===== config.mk =====
export PLATFORM = sky130hd
export DESIGN_NAME = sorted_list_table_top
export DESIGN_NICKNAME = d
export VERILOG_FILES = /design/src/hdl/slt_pkg.sv /design/src/hdl/slt_ram.sv /design/src/hdl/slt_ctrl.sv /design/src/hdl/sorted_list_table_top.sv
export SDC_FILE = /design/constraint.sdc
export NUM_CORES = 1
export LEC_CHECK = 0
export ABC_AREA = 1
export BUFFER_PORTS_ARGS = -buffer_cell sky130_fd_sc_hd__buf_2
export CORE_MARGIN = 2
export CORE_UTILIZATION = 52
export DETAILED_ROUTE_END_ITERATION = 6
export PLACE_DENSITY = 0.68
export SLEW_MARGIN = 40
export SYNTH_ARGS = -nofsm -noshare
export SYNTH_HDL_FRONTEND = slang
export SYNTH_HIERARCHICAL = 1
export SYNTH_SLANG_ARGS = --single-unit

===== constraint.sdc =====
create_clock -name clock -period 8.8 [get_ports clock]
set_input_delay 2.64 -clock clock [delete_from_list [all_inputs] [get_ports clock]]
set_output_delay 2.64 -clock clock [all_outputs]
set_load 0.02 [all_outputs]

===== src/hdl/slt_pkg.sv =====
`timescale 1ns / 1ps
// ----------------------------------------------------------------------------
// Sorted list table package
// Shared sizes, operation and status codes, and the structs that pass
// between the sequencer and the top level.
// ----------------------------------------------------------------------------
package slt_pkg;

   localparam int DEPTH       = 16;
   localparam int VALUE_WIDTH = 32;
   localparam int ADDR_W      = $clog2(DEPTH);
   localparam int CNT_W       = $clog2(DEPTH + 1);
   localparam int OUT_W       = 5;
   localparam int KIND_W      = 2;
   localparam int STATUS_W    = 2;

   localparam logic [KIND_W-1:0] KIND_INSERT = 2'd0;
   localparam logic [KIND_W-1:0] KIND_FIND   = 2'd1;
   localparam logic [KIND_W-1:0] KIND_DELETE = 2'd2;
   localparam logic [KIND_W-1:0] KIND_NONE   = 2'd3;

   localparam logic [STATUS_W-1:0] ST_DONE      = 2'd0;
   localparam logic [STATUS_W-1:0] ST_NOT_FOUND = 2'd1;
   localparam logic [STATUS_W-1:0] ST_FULL      = 2'd2;

   typedef struct packed {
      logic                   we;
      logic [ADDR_W-1:0]      waddr;
      logic [VALUE_WIDTH-1:0] wdata;
      logic [ADDR_W-1:0]      raddr;
   } mem_req_type;

   typedef struct packed {
      logic                valid;
      logic [STATUS_W-1:0] status;
      logic [OUT_W-1:0]    position;
      logic [OUT_W-1:0]    match_count;
      logic [OUT_W-1:0]    fill_level;
   } rsp_type;

endpackage


===== src/hdl/slt_ram.sv =====
`timescale 1ns / 1ps
// ----------------------------------------------------------------------------
// Sorted list table RAM
// Simple dual-port synchronous RAM, one write and one registered read port.
// ----------------------------------------------------------------------------
module slt_ram #(
   parameter int DEPTH = 16,
   parameter int WIDTH = 32
) (
   input  logic                     clock,
   input  logic                     we,
   input  logic [$clog2(DEPTH)-1:0] waddr,
   input  logic [WIDTH-1:0]         wdata,
   input  logic [$clog2(DEPTH)-1:0] raddr,
   output logic [WIDTH-1:0]         rdata
);

   logic [WIDTH-1:0] mem [DEPTH];
   logic [WIDTH-1:0] rdata_ff;

   always_ff @(posedge clock) begin
      if (we) begin
         mem[waddr] <= wdata;
      end
      rdata_ff <= mem[raddr];
   end

   assign rdata = rdata_ff;

endmodule


===== src/hdl/slt_ctrl.sv =====
`timescale 1ns / 1ps
// ----------------------------------------------------------------------------
// Sorted list table sequencer
// Walks the table memory one entry per read/evaluate pair, shifting entries
// for insert and delete, and produces one result per transaction.
// ----------------------------------------------------------------------------
module slt_ctrl (
   input  logic                             clock,
   input  logic                             reset,
   input  logic                             start,
   input  logic [slt_pkg::KIND_W-1:0]       req_kind,
   input  logic [slt_pkg::VALUE_WIDTH-1:0]  req_value,
   output logic                             busy,
   output slt_pkg::mem_req_type             mem_req,
   input  logic [slt_pkg::VALUE_WIDTH-1:0]  rd_data,
   output slt_pkg::rsp_type                 rsp
);

   localparam int CntW  = slt_pkg::CNT_W;
   localparam int AddrW = slt_pkg::ADDR_W;
   localparam int OutW  = slt_pkg::OUT_W;
   localparam int ValW  = slt_pkg::VALUE_WIDTH;

   localparam logic [1:0] S_IDLE = 2'd0;
   localparam logic [1:0] S_READ = 2'd1;
   localparam logic [1:0] S_EVAL = 2'd2;

   logic [1:0]                  state_ff, state_in;
   logic [slt_pkg::KIND_W-1:0]  kind_ff, kind_in;
   logic [ValW-1:0]             key_ff, key_in;
   logic [CntW-1:0]             idx_ff, idx_in;
   logic [CntW-1:0]             first_ff, first_in;
   logic [CntW-1:0]             hits_ff, hits_in;
   logic                        shift_ff, shift_in;
   logic [CntW-1:0]             count_ff, count_in;

   logic [CntW-1:0]             idx_inc;
   logic [CntW-1:0]             idx_dec;
   logic [CntW-1:0]             first_inc;
   logic [ValW-1:0]             req_key;
   logic                        done;
   logic [slt_pkg::STATUS_W-1:0] done_status;
   logic [CntW-1:0]             done_pos;
   logic [CntW-1:0]             done_hits;

   // Entries are stored as order keys: the sign bit is flipped so that an
   // unsigned compare gives signed order.
   assign req_key   = {~req_value[ValW-1], req_value[ValW-2:0]};
   assign idx_inc   = idx_ff + CntW'(1);
   assign idx_dec   = idx_ff - CntW'(1);
   assign first_inc = first_ff + CntW'(1);

   always_comb begin
      state_in    = state_ff;
      kind_in     = kind_ff;
      key_in      = key_ff;
      idx_in      = idx_ff;
      first_in    = first_ff;
      hits_in     = hits_ff;
      shift_in    = shift_ff;
      count_in    = count_ff;
      mem_req     = '0;
      mem_req.wdata = key_ff;
      done        = 1'b0;
      done_status = slt_pkg::ST_DONE;
      done_pos    = '0;
      done_hits   = '0;

      unique case (state_ff)
         S_IDLE: begin
            if (start) begin
               kind_in  = req_kind;
               key_in   = req_key;
               hits_in  = '0;
               shift_in = 1'b0;
               idx_in   = (req_kind == slt_pkg::KIND_INSERT) ? count_ff : '0;
               if (req_kind == slt_pkg::KIND_NONE) begin
                  done = 1'b1;
               end else if (req_kind == slt_pkg::KIND_INSERT &&
                            count_ff == CntW'(slt_pkg::DEPTH)) begin
                  done        = 1'b1;
                  done_status = slt_pkg::ST_FULL;
               end else begin
                  state_in = S_READ;
               end
            end
         end

         S_READ: begin
            case (kind_ff)
               slt_pkg::KIND_INSERT: begin
                  // The hole has moved down to the head: the key goes there.
                  if (idx_ff == '0) begin
                     mem_req.we    = 1'b1;
                     mem_req.waddr = '0;
                     count_in      = count_ff + CntW'(1);
                     done          = 1'b1;
                     done_pos      = CntW'(1);
                     state_in      = S_IDLE;
                  end else begin
                     mem_req.raddr = idx_dec[AddrW-1:0];
                     state_in      = S_EVAL;
                  end
               end
               slt_pkg::KIND_FIND: begin
                  if (idx_ff == count_ff) begin
                     done      = 1'b1;
                     state_in  = S_IDLE;
                     if (hits_ff == '0) begin
                        done_status = slt_pkg::ST_NOT_FOUND;
                     end else begin
                        done_pos  = first_inc;
                        done_hits = hits_ff;
                     end
                  end else begin
                     mem_req.raddr = idx_ff[AddrW-1:0];
                     state_in      = S_EVAL;
                  end
               end
               default: begin
                  if (!shift_ff) begin
                     if (idx_ff == count_ff) begin
                        done        = 1'b1;
                        done_status = slt_pkg::ST_NOT_FOUND;
                        state_in    = S_IDLE;
                     end else begin
                        mem_req.raddr = idx_ff[AddrW-1:0];
                        state_in      = S_EVAL;
                     end
                  end else if (idx_inc == count_ff) begin
                     count_in = count_ff - CntW'(1);
                     done     = 1'b1;
                     done_pos = first_inc;
                     state_in = S_IDLE;
                  end else begin
                     mem_req.raddr = idx_inc[AddrW-1:0];
                     state_in      = S_EVAL;
                  end
               end
            endcase
         end

         S_EVAL: begin
            state_in = S_READ;
            case (kind_ff)
               slt_pkg::KIND_INSERT: begin
                  mem_req.we    = 1'b1;
                  mem_req.waddr = idx_ff[AddrW-1:0];
                  if (rd_data >= key_ff) begin
                     mem_req.wdata = rd_data;
                     idx_in        = idx_dec;
                  end else begin
                     count_in = count_ff + CntW'(1);
                     done     = 1'b1;
                     done_pos = idx_inc;
                     state_in = S_IDLE;
                  end
               end
               slt_pkg::KIND_FIND: begin
                  if (rd_data == key_ff) begin
                     if (hits_ff == '0) begin
                        first_in = idx_ff;
                     end
                     hits_in = hits_ff + CntW'(1);
                     idx_in  = idx_inc;
                  end else if (rd_data < key_ff) begin
                     idx_in = idx_inc;
                  end else begin
                     done     = 1'b1;
                     state_in = S_IDLE;
                     if (hits_ff == '0) begin
                        done_status = slt_pkg::ST_NOT_FOUND;
                     end else begin
                        done_pos  = first_inc;
                        done_hits = hits_ff;
                     end
                  end
               end
               default: begin
                  if (shift_ff) begin
                     // Close the gap: entry idx+1 moves down to idx.
                     mem_req.we    = 1'b1;
                     mem_req.waddr = idx_ff[AddrW-1:0];
                     mem_req.wdata = rd_data;
                     idx_in        = idx_inc;
                  end else if (rd_data < key_ff) begin
                     idx_in = idx_inc;
                  end else if (rd_data == key_ff) begin
                     first_in = idx_ff;
                     shift_in = 1'b1;
                  end else begin
                     done        = 1'b1;
                     done_status = slt_pkg::ST_NOT_FOUND;
                     state_in    = S_IDLE;
                  end
               end
            endcase
         end

         default: begin
            state_in = S_IDLE;
         end
      endcase

      rsp.valid       = done;
      rsp.status      = done_status;
      rsp.position    = OutW'(done_pos);
      rsp.match_count = OutW'(done_hits);
      rsp.fill_level  = OutW'(count_in);
   end

   always_ff @(posedge clock) begin
      if (reset) begin
         state_ff <= S_IDLE;
         count_ff <= '0;
      end else begin
         state_ff <= state_in;
         count_ff <= count_in;
      end
      kind_ff  <= kind_in;
      key_ff   <= key_in;
      idx_ff   <= idx_in;
      first_ff <= first_in;
      hits_ff  <= hits_in;
      shift_ff <= shift_in;
   end

   assign busy = (state_ff != S_IDLE);

endmodule


===== src/hdl/sorted_list_table_top.sv =====
`timescale 1ns / 1ps
// ----------------------------------------------------------------------------
// Sorted list table
// Bounded ascending multiset of signed values with insert, find and delete.
// ----------------------------------------------------------------------------
// An insert into a full table or an unused kind is answered from the idle state,
// its result strobe registered in the cycle after start; otherwise the walk reads
// and then evaluates each visited entry, ending in a read when it runs off an end.
// One transaction at a time, busy high during the walk; for each entry it visits,
// the single table memory is read and the entry is then evaluated or written.
// Reset clears the entry count and the sequencer, not the table; no output stall.
module sorted_list_table_top (
   input  logic                                 clock,
   input  logic                                 reset,
   input  logic                                 start,
   output logic                                 busy,
   input  logic [slt_pkg::KIND_W-1:0]           req_kind,
   input  logic signed [slt_pkg::VALUE_WIDTH-1:0] req_value,
   output logic                                 rsp_valid,
   output logic [slt_pkg::STATUS_W-1:0]         rsp_status,
   output logic [slt_pkg::OUT_W-1:0]            rsp_position,
   output logic [slt_pkg::OUT_W-1:0]            rsp_match_count,
   output logic [slt_pkg::OUT_W-1:0]            rsp_fill_level
);

   slt_pkg::mem_req_type                mem_req;
   slt_pkg::rsp_type                    rsp;
   logic [slt_pkg::VALUE_WIDTH-1:0]     rd_data;

   logic                                rsp_valid_ff;
   logic [slt_pkg::STATUS_W-1:0]        rsp_status_ff;
   logic [slt_pkg::OUT_W-1:0]           rsp_position_ff;
   logic [slt_pkg::OUT_W-1:0]           rsp_match_count_ff;
   logic [slt_pkg::OUT_W-1:0]           rsp_fill_level_ff;

   slt_ctrl u_ctrl (
      .clock     (clock),
      .reset     (reset),
      .start     (start),
      .req_kind  (req_kind),
      .req_value (req_value),
      .busy      (busy),
      .mem_req   (mem_req),
      .rd_data   (rd_data),
      .rsp       (rsp)
   );

   slt_ram #(
      .DEPTH (slt_pkg::DEPTH),
      .WIDTH (slt_pkg::VALUE_WIDTH)
   ) u_ram (
      .clock (clock),
      .we    (mem_req.we),
      .waddr (mem_req.waddr),
      .wdata (mem_req.wdata),
      .raddr (mem_req.raddr),
      .rdata (rd_data)
   );

   // Output register: each result transaction is shown for one cycle.
   always_ff @(posedge clock) begin
      if (reset) begin
         rsp_valid_ff <= 1'b0;
      end else begin
         rsp_valid_ff <= rsp.valid;
      end
      rsp_status_ff      <= rsp.status;
      rsp_position_ff    <= rsp.position;
      rsp_match_count_ff <= rsp.match_count;
      rsp_fill_level_ff  <= rsp.fill_level;
   end

   assign rsp_valid       = rsp_valid_ff;
   assign rsp_status      = rsp_status_ff;
   assign rsp_position    = rsp_position_ff;
   assign rsp_match_count = rsp_match_count_ff;
   assign rsp_fill_level  = rsp_fill_level_ff;

   // A walk always ends with a result in the cycle that busy falls.
   assert property (@(posedge clock) disable iff (reset)
      $fell(busy) |-> rsp_valid)
      else $error("busy fell without a result");

   // An unused kind is answered at once.
   assert property (@(posedge clock) disable iff (reset)
      (start && !busy && req_kind == slt_pkg::KIND_NONE) |=> (rsp_valid && !busy))
      else $error("unused kind not answered in one cycle");

   // A full-table refusal reports a full table and no position.
   assert property (@(posedge clock) disable iff (reset)
      (rsp_valid && rsp_status == slt_pkg::ST_FULL) |->
         (rsp_fill_level == slt_pkg::OUT_W'(slt_pkg::DEPTH) && rsp_position == '0))
      else $error("full status with wrong fill level or position");

   // A not-found result carries no position and no match count.
   assert property (@(posedge clock) disable iff (reset)
      (rsp_valid && rsp_status == slt_pkg::ST_NOT_FOUND) |->
         (rsp_position == '0 && rsp_match_count == '0))
      else $error("not-found result with position or matches");

endmodule


==> summary.md, run 1 <==
| Metric | Value |
|---|---|
| Worst R2R Path Depth | `17` |
| Setup Slack @ Placement | `4.23 ns` |
| Drc violations | `0` |
| Cell count after synthesis | `2,970` |
| Sw power | `3.13 mW` |
| Post-synthesis net count | `3,050` |
| Clock skew | `0.0257 ns` |
| Clock network fraction of total power | `30.3%` |
| Total Routing Usage GR | `26.1%` |
| Global route overflow | `0` |
| CP Capture Point | `busy` |
| DPL Wire Length | `43,700 µm` |
| CP Capture Type | `output pin` |
| R2r setup slk | `4.56 ns` |
| Share of layout cells above drive strength 1 | `8.33%` |
| # IOs | `56` |
| # diodes | `0` |
| Clk pin slew, worst setup/hold paths | `0.06 ns` |
| CP arrival | `1.70 ns` |
| CP max stage delay | `0.38 ns` |
| Die H | `239 µm` |
| Leakage | `13.8 nW` |
| Reg2reg start | `u_ctrl/idx_ff[1]` |
| Gate power share | `27.9%` |
| Pre-antenna DRT Iters | `6` |
| Syn avg cell area | `9.69 µm²` |
| CP Cell Sequence | `inv_1 -> ha_1 -> inv_1 -> buf_2` |
| Initial Util | `52.4%` |
| Resize count post-CTS | `0` |
| Row Count | `86` |
| Placed cells | `3,632` |
| Slew headroom | `43.7%` |
| Worst hold path type | `register to register` |
| Critical Path Start | `u_ctrl/state_ff[0]` |
| TritonCTS buffer count | `66` |
| Sw frac | `34.9%` |
| Via count of the first global-routing pass | `19,800` |
| Final setup fails | `0` |
| DR WL/cell | `19.6 µm` |
| RSZ-0062 raised after global routing | `no` |
| H-tree depth | `3` |
| CTS tree | `yes` |
| Pint | `5.84 mW` |
| Pwr dens | `280 nW/µm²` |
| Final ANT Viol Nets | `0` |
| FILL cells | `4,520` |
| Post-synth top area share | `58.7%` |
| Finished Layout Cells | `3,753` |
| WS Path Type | `register to output pin` |
| Worst R2R End | `u_ram/rdata[2]` |
| Distinct cells, synth | `48` |
| Fin nets | `3,076` |
| Crit-path max FO | `4` |
| GP Congestion | `0.888` |
| Worst Path Required | `6.16 ns` |
| Achievable Freq | `231 MHz` |
| 1st-iter DRT viols | `2,164` |
| Port Buf Inserts | `55` |
| Final Util | `58.4%` |
| Synth Register Bits | `619` |
| Via count | `20,600` |
| Final Max Tran Viols | `0` |
| Seq/Total Area, Yosys | `62.6%` |
| Final Hold Viols | `0` |
| Synthesis-to-layout area growth | `11.5%` |
| # hold bufs at CTS | `0` |
| Clock Latency Late Sink | `0.61 ns` |
| Setup bufs post-CTS | `0` |
| VDD IR max | `160 µV` |
| Worst slew pin tran | `0.843 ns` |
| Post-Syn Area | `28,800 µm²` |
| Fin crit share | `49.3%` |
| Core Region | `54,900 µm²` |
| Most common cell on crit path | `inv_1` |
| Setup TNS | `0 ns` |
| Sequential share of power | `41.8%` |
| Initial antenna violation count | `0` |
| Sink Count | `619` |
| Clock root cell | `clkbuf_16` |
| Routed WL | `73,600 µm` |
| Setup ws final | `4.46 ns` |
| Total power | `8.98 mW` |
| Vias/cell | `5.50` |
| Die ar. | `57,200 µm²` |
| Outcome | `completed` |
| Ys Warns | `6` |
| Crit path max-delay cell type | `dfxtp_1` |
| Crit start category | `register` |
| Max-Cap Viols | `0` |
| First-pass GRT wire length | `114,000 µm` |
| Cell taking the most area after synthesis | `edfxtp_1` |
| Most area-consuming cells after synthesis | `edfxtp_1 59%, nand2_1 12%, nand3_1 7.8%` |
| Crit path time final | `4.34 ns` |
| Chip width | `239 µm` |
| Largest net degree at the start of global routing | `161` |
| Maximum buffer depth of the clock tree | `3` |
-- cells in the final DEF (no fill, tap or decap), types with 5 or more instances in the layout --
cell type	netlist	layout
o211ai_1	35	35
o21ai_1	8	8
buf_2	49	55
nor3_1	10	10
clkinv_1	1	6
buf_8	1	8
inv_1	486	484
clkbuf_1	28	22
inv_2	9	9
dfxtp_1	57	57
ha_1	43	43
edfxtp_1	562	562
nor2_4	1	19
xor2_1	13	13
nor2_2	5	5
nand3_1	451	451
clkbuf_16	0	70
o21ai_0	26	26
nor2_1	64	46
nand2_4	4	5
nand2_2	5	5
buf_4	18	17
buf_16	0	15
nand4_1	7	7
a21oi_1	51	51
nand2_1	953	952
clkinv_2	0	10
-- power by group through the flow --
stage | logic, mW | clock network [mW] | registers, mW
after floorplan | 1.81 | 0 | 3.75
after global placement | 2.41 | 0 | 3.80
after detailed placement | 2.46 | 0 | 3.81
after CTS | 2.47 | 2.76 | 3.75
after global routing | 2.77 | 2.88 | 3.77
final | 2.50 | 2.72 | 3.75
-- through the flow --
stage          hold slack (ns)  instance area, µm²
5_1_grt                  0.559               32100
4_1_cts                  0.513               32100
3_5_place_dp             0.506               30000
3_3_place_gp             0.492               29400
6_report                 0.520               32100
2_1_floorplan            0.421               28800
-- worst max-delay path, delay by kind of cell, from the launching register on --
kind,cells,cell delay [ns]
adder cells (fa/ha/maj),1,0.22
buffers and inverters,3,0.49
flip-flops,1,0.38
-- layer usage --
layer	track usage, %	vias up	share of wire, %
li1	-	9723	-
met1	35.8	9889	42
met2	41.7	885	47
met3	4.37	131	8.1
met4	9.98	0	2.8
met5	0	-	0
-- synthesized netlist by cell type (all sizes together) --
| master | number |
|---|---|
| nand2 | 962 |
| edfxtp | 562 |
| inv | 496 |
| nand3 | 452 |
| buf | 114 |
| nor2 | 71 |
| dfxtp | 57 |
| a21oi | 51 |
| ha | 43 |
| o21ai | 36 |
| o211ai | 35 |
| clkbuf | 28 |
| xor2 | 13 |
| nor3 | 12 |
| nand4 | 9 |
| a221oi | 5 |
| xnor2 | 5 |
| o22ai | 4 |
| a211oi | 3 |
| a31oi | 2 |
| nor3b | 2 |
| o21a | 2 |
| a21o | 1 |
| clkinv | 1 |
| nand3b | 1 |
| o2111ai | 1 |
| o221a | 1 |
| o31ai | 1 |
-- area by class of cell --
cell class | instances | area (µm²) | share of cell area (%)
flip-flops and latches | 619 | 18000 | 56.2
multi-input cells | 1712 | 8170 | 25.5
clock buffers | 95 | 1880 | 5.85
inverters | 497 | 1880 | 5.85
repair buffers | 100 | 1010 | 3.15
well taps | 704 | 881 | 2.75
clock inverters | 26 | 244 | 0.761
-- cell families after synthesis --
group	after synthesis	synth area share [%]
buffers and inverters	639	9.63
xor gates and xnor gates	18	0.613
AOI/OAI and AO/OA	142	3.01
DFF	619	62.6
and+or+nand+nor	1509	22.3
adders and majority gates	43	1.87
-- flip-flops by register name (all words and copies together) (netlist names) --
register         count
u_ctrl/key_ff       32
u_ctrl/shift_ff      1
u_ctrl/count_ff      5
rsp_fill_level       5
u_ram/rdata         32
rsp_valid            1
u_ram/mem          512
rsp_status           2
rsp_position         5
u_ctrl/kind_ff       2
u_ctrl/first_ff      5
rsp_match_count      5
u_ctrl/state_ff      2
u_ctrl/hits_ff       5
u_ctrl/idx_ff        5
-- worst min path at each step --
stage	start	end	cells past startpoint
2_1_floorplan	u_ctrl/idx_ff[3]	u_ctrl/first_ff[3]	0
4_1_cts	u_ctrl/state_ff[1]	u_ctrl/state_ff[1]	2
3_3_place_gp	u_ctrl/state_ff[0]	u_ctrl/state_ff[0]	2
5_1_grt	u_ctrl/state_ff[0]	u_ctrl/state_ff[0]	2
6_report	u_ctrl/state_ff[0]	u_ctrl/state_ff[0]	2
3_5_place_dp	u_ctrl/state_ff[1]	u_ctrl/state_ff[1]	2
(Power assumes the default switching activity.)
==> inputs of run 2 (changes only) <==
- PLACE_DENSITY: 0.68 -> 0.71
- clock period: 8.8 -> 3.83 ns (I/O delays scaled with it)
==> summary.md, run 2 (synthesis gave the netlist of run 1 again) <==
| Metric | Value |
|---|---|
| Crit path time final | `3.39 ns` |
| Sw frac | `34.5%` |
| Clock Latency Late Sink | `0.64 ns` |
| Worst slew pin tran | `0.761 ns` |
| Final Max Tran Viols | `0` |
| # diodes | `0` |
| Sink Count | `619` |
| Register area | `18,000 µm²` |
| Largest net degree at the start of global routing | `158` |
| Clk pin slew, worst setup/hold paths | `0.06 ns` |
| CP Capture Type | `register` |
| RSZ-0062 raised after global routing | `no` |
| CP arrival | `3.92 ns` |
| Die H | `239 µm` |
| Max reg flops | `512` |
| # IOs | `56` |
| CTS tree | `yes` |
| Chip width | `239 µm` |
| Pint | `13.2 mW` |
| 1st-iter DRT viols | `2,005` |
| H-tree depth | `2` |
| Final Hold Viols | `0` |
| CP max stage delay | `0.50 ns` |
| DPL Wire Length | `41,700 µm` |
| Max-Cap Viols | `0` |
| Crit start category | `register` |
| Share of layout cells above drive strength 1 | `8.89%` |
| Sequential share of power | `42.8%` |
| Finished Layout Cells | `3,764` |
| Worst hold path type | `register to register` |
| Crit-path max FO | `42` |
| Setup TNS | `0 ns` |
| Clock network fraction of total power | `29.2%` |
| Commonest non-fill, non-tap cells in the layout | `952 x nand2_1, 562 x edfxtp_1, 484 x inv_1` |
| Core Region | `54,900 µm²` |
| Leakage | `13.9 nW` |
| Achievable Freq | `295 MHz` |
| R2r setup slk | `0.44 ns` |
| Placed cells | `3,651` |
| Global route overflow | `0` |
| # hold bufs at CTS | `0` |
| Worst hold path endpoint | `u_ctrl/state_ff[0]` |
| CP Cell Sequence | `inv_2 -> ha_1 -> xor2_1 -> nor2_1 -> o21ai_2 -> nor2_4 -> nand2_4 -> inv_1 -> o21ai_0 -> o21ai_0 -> a221oi_4 -> inv_2 -> buf_12 -> nand3_1 -> nand3_1 -> nand2_1` |
| Routed WL | `74,400 µm` |
| Initial Util | `52.4%` |
| Multi-input logic area | `8150 µm²` |
| FILL cells | `4,501` |
| Reg2reg start | `u_ctrl/idx_ff[0]` |
| Worst Path Required | `4.36 ns` |
| Reg with most FFs | `u_ram/mem` |
| Fin crit share | `88.5%` |
| Sw power | `6.97 mW` |
| Crit path max-delay cell type | `edfxtp_1` |
| Fin nets | `3,089` |
| VDD IR max | `568 µV` |
| DR WL/cell | `19.8 µm` |
| Pre-antenna DRT Iters | `5` |
| Setup bufs post-CTS | `0` |
| Setup Slack @ Placement | `0.493 ns` |
| Initial antenna violation count | `0` |
| Synthesis-to-layout area growth | `11.4%` |
| Gate power share | `28.0%` |
| Row Count | `86` |
| Worst R2R Path Depth | `16` |
| Slew headroom | `49.2%` |
| Total Routing Usage GR | `26.2%` |
| Clock root cell | `clkbuf_16` |
| Via count | `20,800` |
| Final ANT Viol Nets | `0` |
| Outcome | `completed` |
| Vias/cell | `5.52` |
| WS Path Type | `register to register` |
| Drc violations | `0` |
| Most common cell after layout, fill and taps aside | `nand2_1` |
| Clock skew | `0.0331 ns` |
| Setup ws final | `0.442 ns` |
| Die ar. | `57,200 µm²` |
| Worst Hold Path Cells | `2` |
| Hold Crit Start | `u_ctrl/state_ff[0]` |
| Maximum buffer depth of the clock tree | `3` |
| Via count of the first global-routing pass | `20,100` |
| TritonCTS buffer count | `60` |
| GP Congestion | `0.947` |
| Resize count post-CTS | `0` |
| Port Buf Inserts | `55` |
| Pwr dens | `631 nW/µm²` |
| First-pass GRT wire length | `113,000 µm` |
| Worst R2R End | `u_ram/rdata[4]` |
| Final setup fails | `0` |
## run 2: changes by cell type in the layout (fill, tap and decap cells not counted), moves of 2 or more
cell,change
clkinv_1,+2
clkinv_2,+3
inv_6,-2
buf_16,-15
buf_6,-3
buf_4,+16
clkbuf_8,+3
clkbuf_16,-8
buf_8,-8
clkinvlp_4,+2
buf_12,+29
clkbuf_1,-10
## run 2: cell type report
cell class | instances | share of cell area [%]
Inverter | 497 | 5.84
Multi-Input combinational cell | 1712 | 25.4
Clock inverter | 33 | 0.968
Clock buffer | 80 | 5.24
Sequential cell | 619 | 56.2
Tap cell | 704 | 2.75
Timing Repair Buffer | 119 | 3.57
## run 2: metal layers
layer  up-vias  part of all wire [%]  GRT usage [%]
met3       204                   8.8           4.05
met5         -                     0              0
met4         0                   4.0           11.3
met2       970                    46           42.1
met1      9848                    41           35.5
li1       9746                     -              -
## run 2: how the worst max path moves through the flow
stage / end / cells past startpoint / from
after detailed placement: u_ram/rdata[11] / 16 / u_ctrl/idx_ff[0]
final: u_ram/rdata[4] / 16 / u_ctrl/idx_ff[0]
after floorplan: u_ram/mem[10][0] / 10 / u_ctrl/idx_ff[0]
after global placement: u_ram/rdata[27] / 16 / u_ctrl/idx_ff[0]
after global routing: u_ram/rdata[3] / 16 / u_ctrl/idx_ff[0]
after CTS: u_ram/rdata[15] / 16 / u_ctrl/idx_ff[0]
## run 2: per-stage QoR
| stage | power [mW] | util [%] | instance area (µm²) | hold WS [ns] |
|---|---|---|---|---|
| finish | 20.2 | 58.4 | 32100 | 0.515 |
| detailed placement | 14.3 | 54.8 | 30100 | 0.506 |
| CTS | 20.3 | 58.4 | 32100 | 0.515 |
| global placement | 14.2 | 54.8 | 30100 | 0.492 |
| global route | 21.2 | 58.4 | 32100 | 0.553 |
| floorplan | 12.8 | - | 28800 | 0.421 |
## run 2: critical path: cells and delay by family, from the launching register on
| family | cells | cell delay (ns) |
|---|---|---|
| AOI/OAI and AO/OA | 4 | 0.45 |
| and+or+nand+nor | 6 | 0.67 |
| adders and majority gates | 1 | 0.41 |
| DFF | 1 | 0.50 |
| xor gates and xnor gates | 1 | 0.17 |
| buffers and inverters | 4 | 1.06 |
## run 2: power groups by stage
stage | combinational [mW] | clock (mW) | sequential (mW)
3_3_place_gp | 5.47 | 0 | 8.77
2_1_floorplan | 4.15 | 0 | 8.61
5_1_grt | 6.28 | 6.24 | 8.68
6_report | 5.67 | 5.90 | 8.64
3_5_place_dp | 5.58 | 0 | 8.77
4_1_cts | 5.61 | 6.01 | 8.64
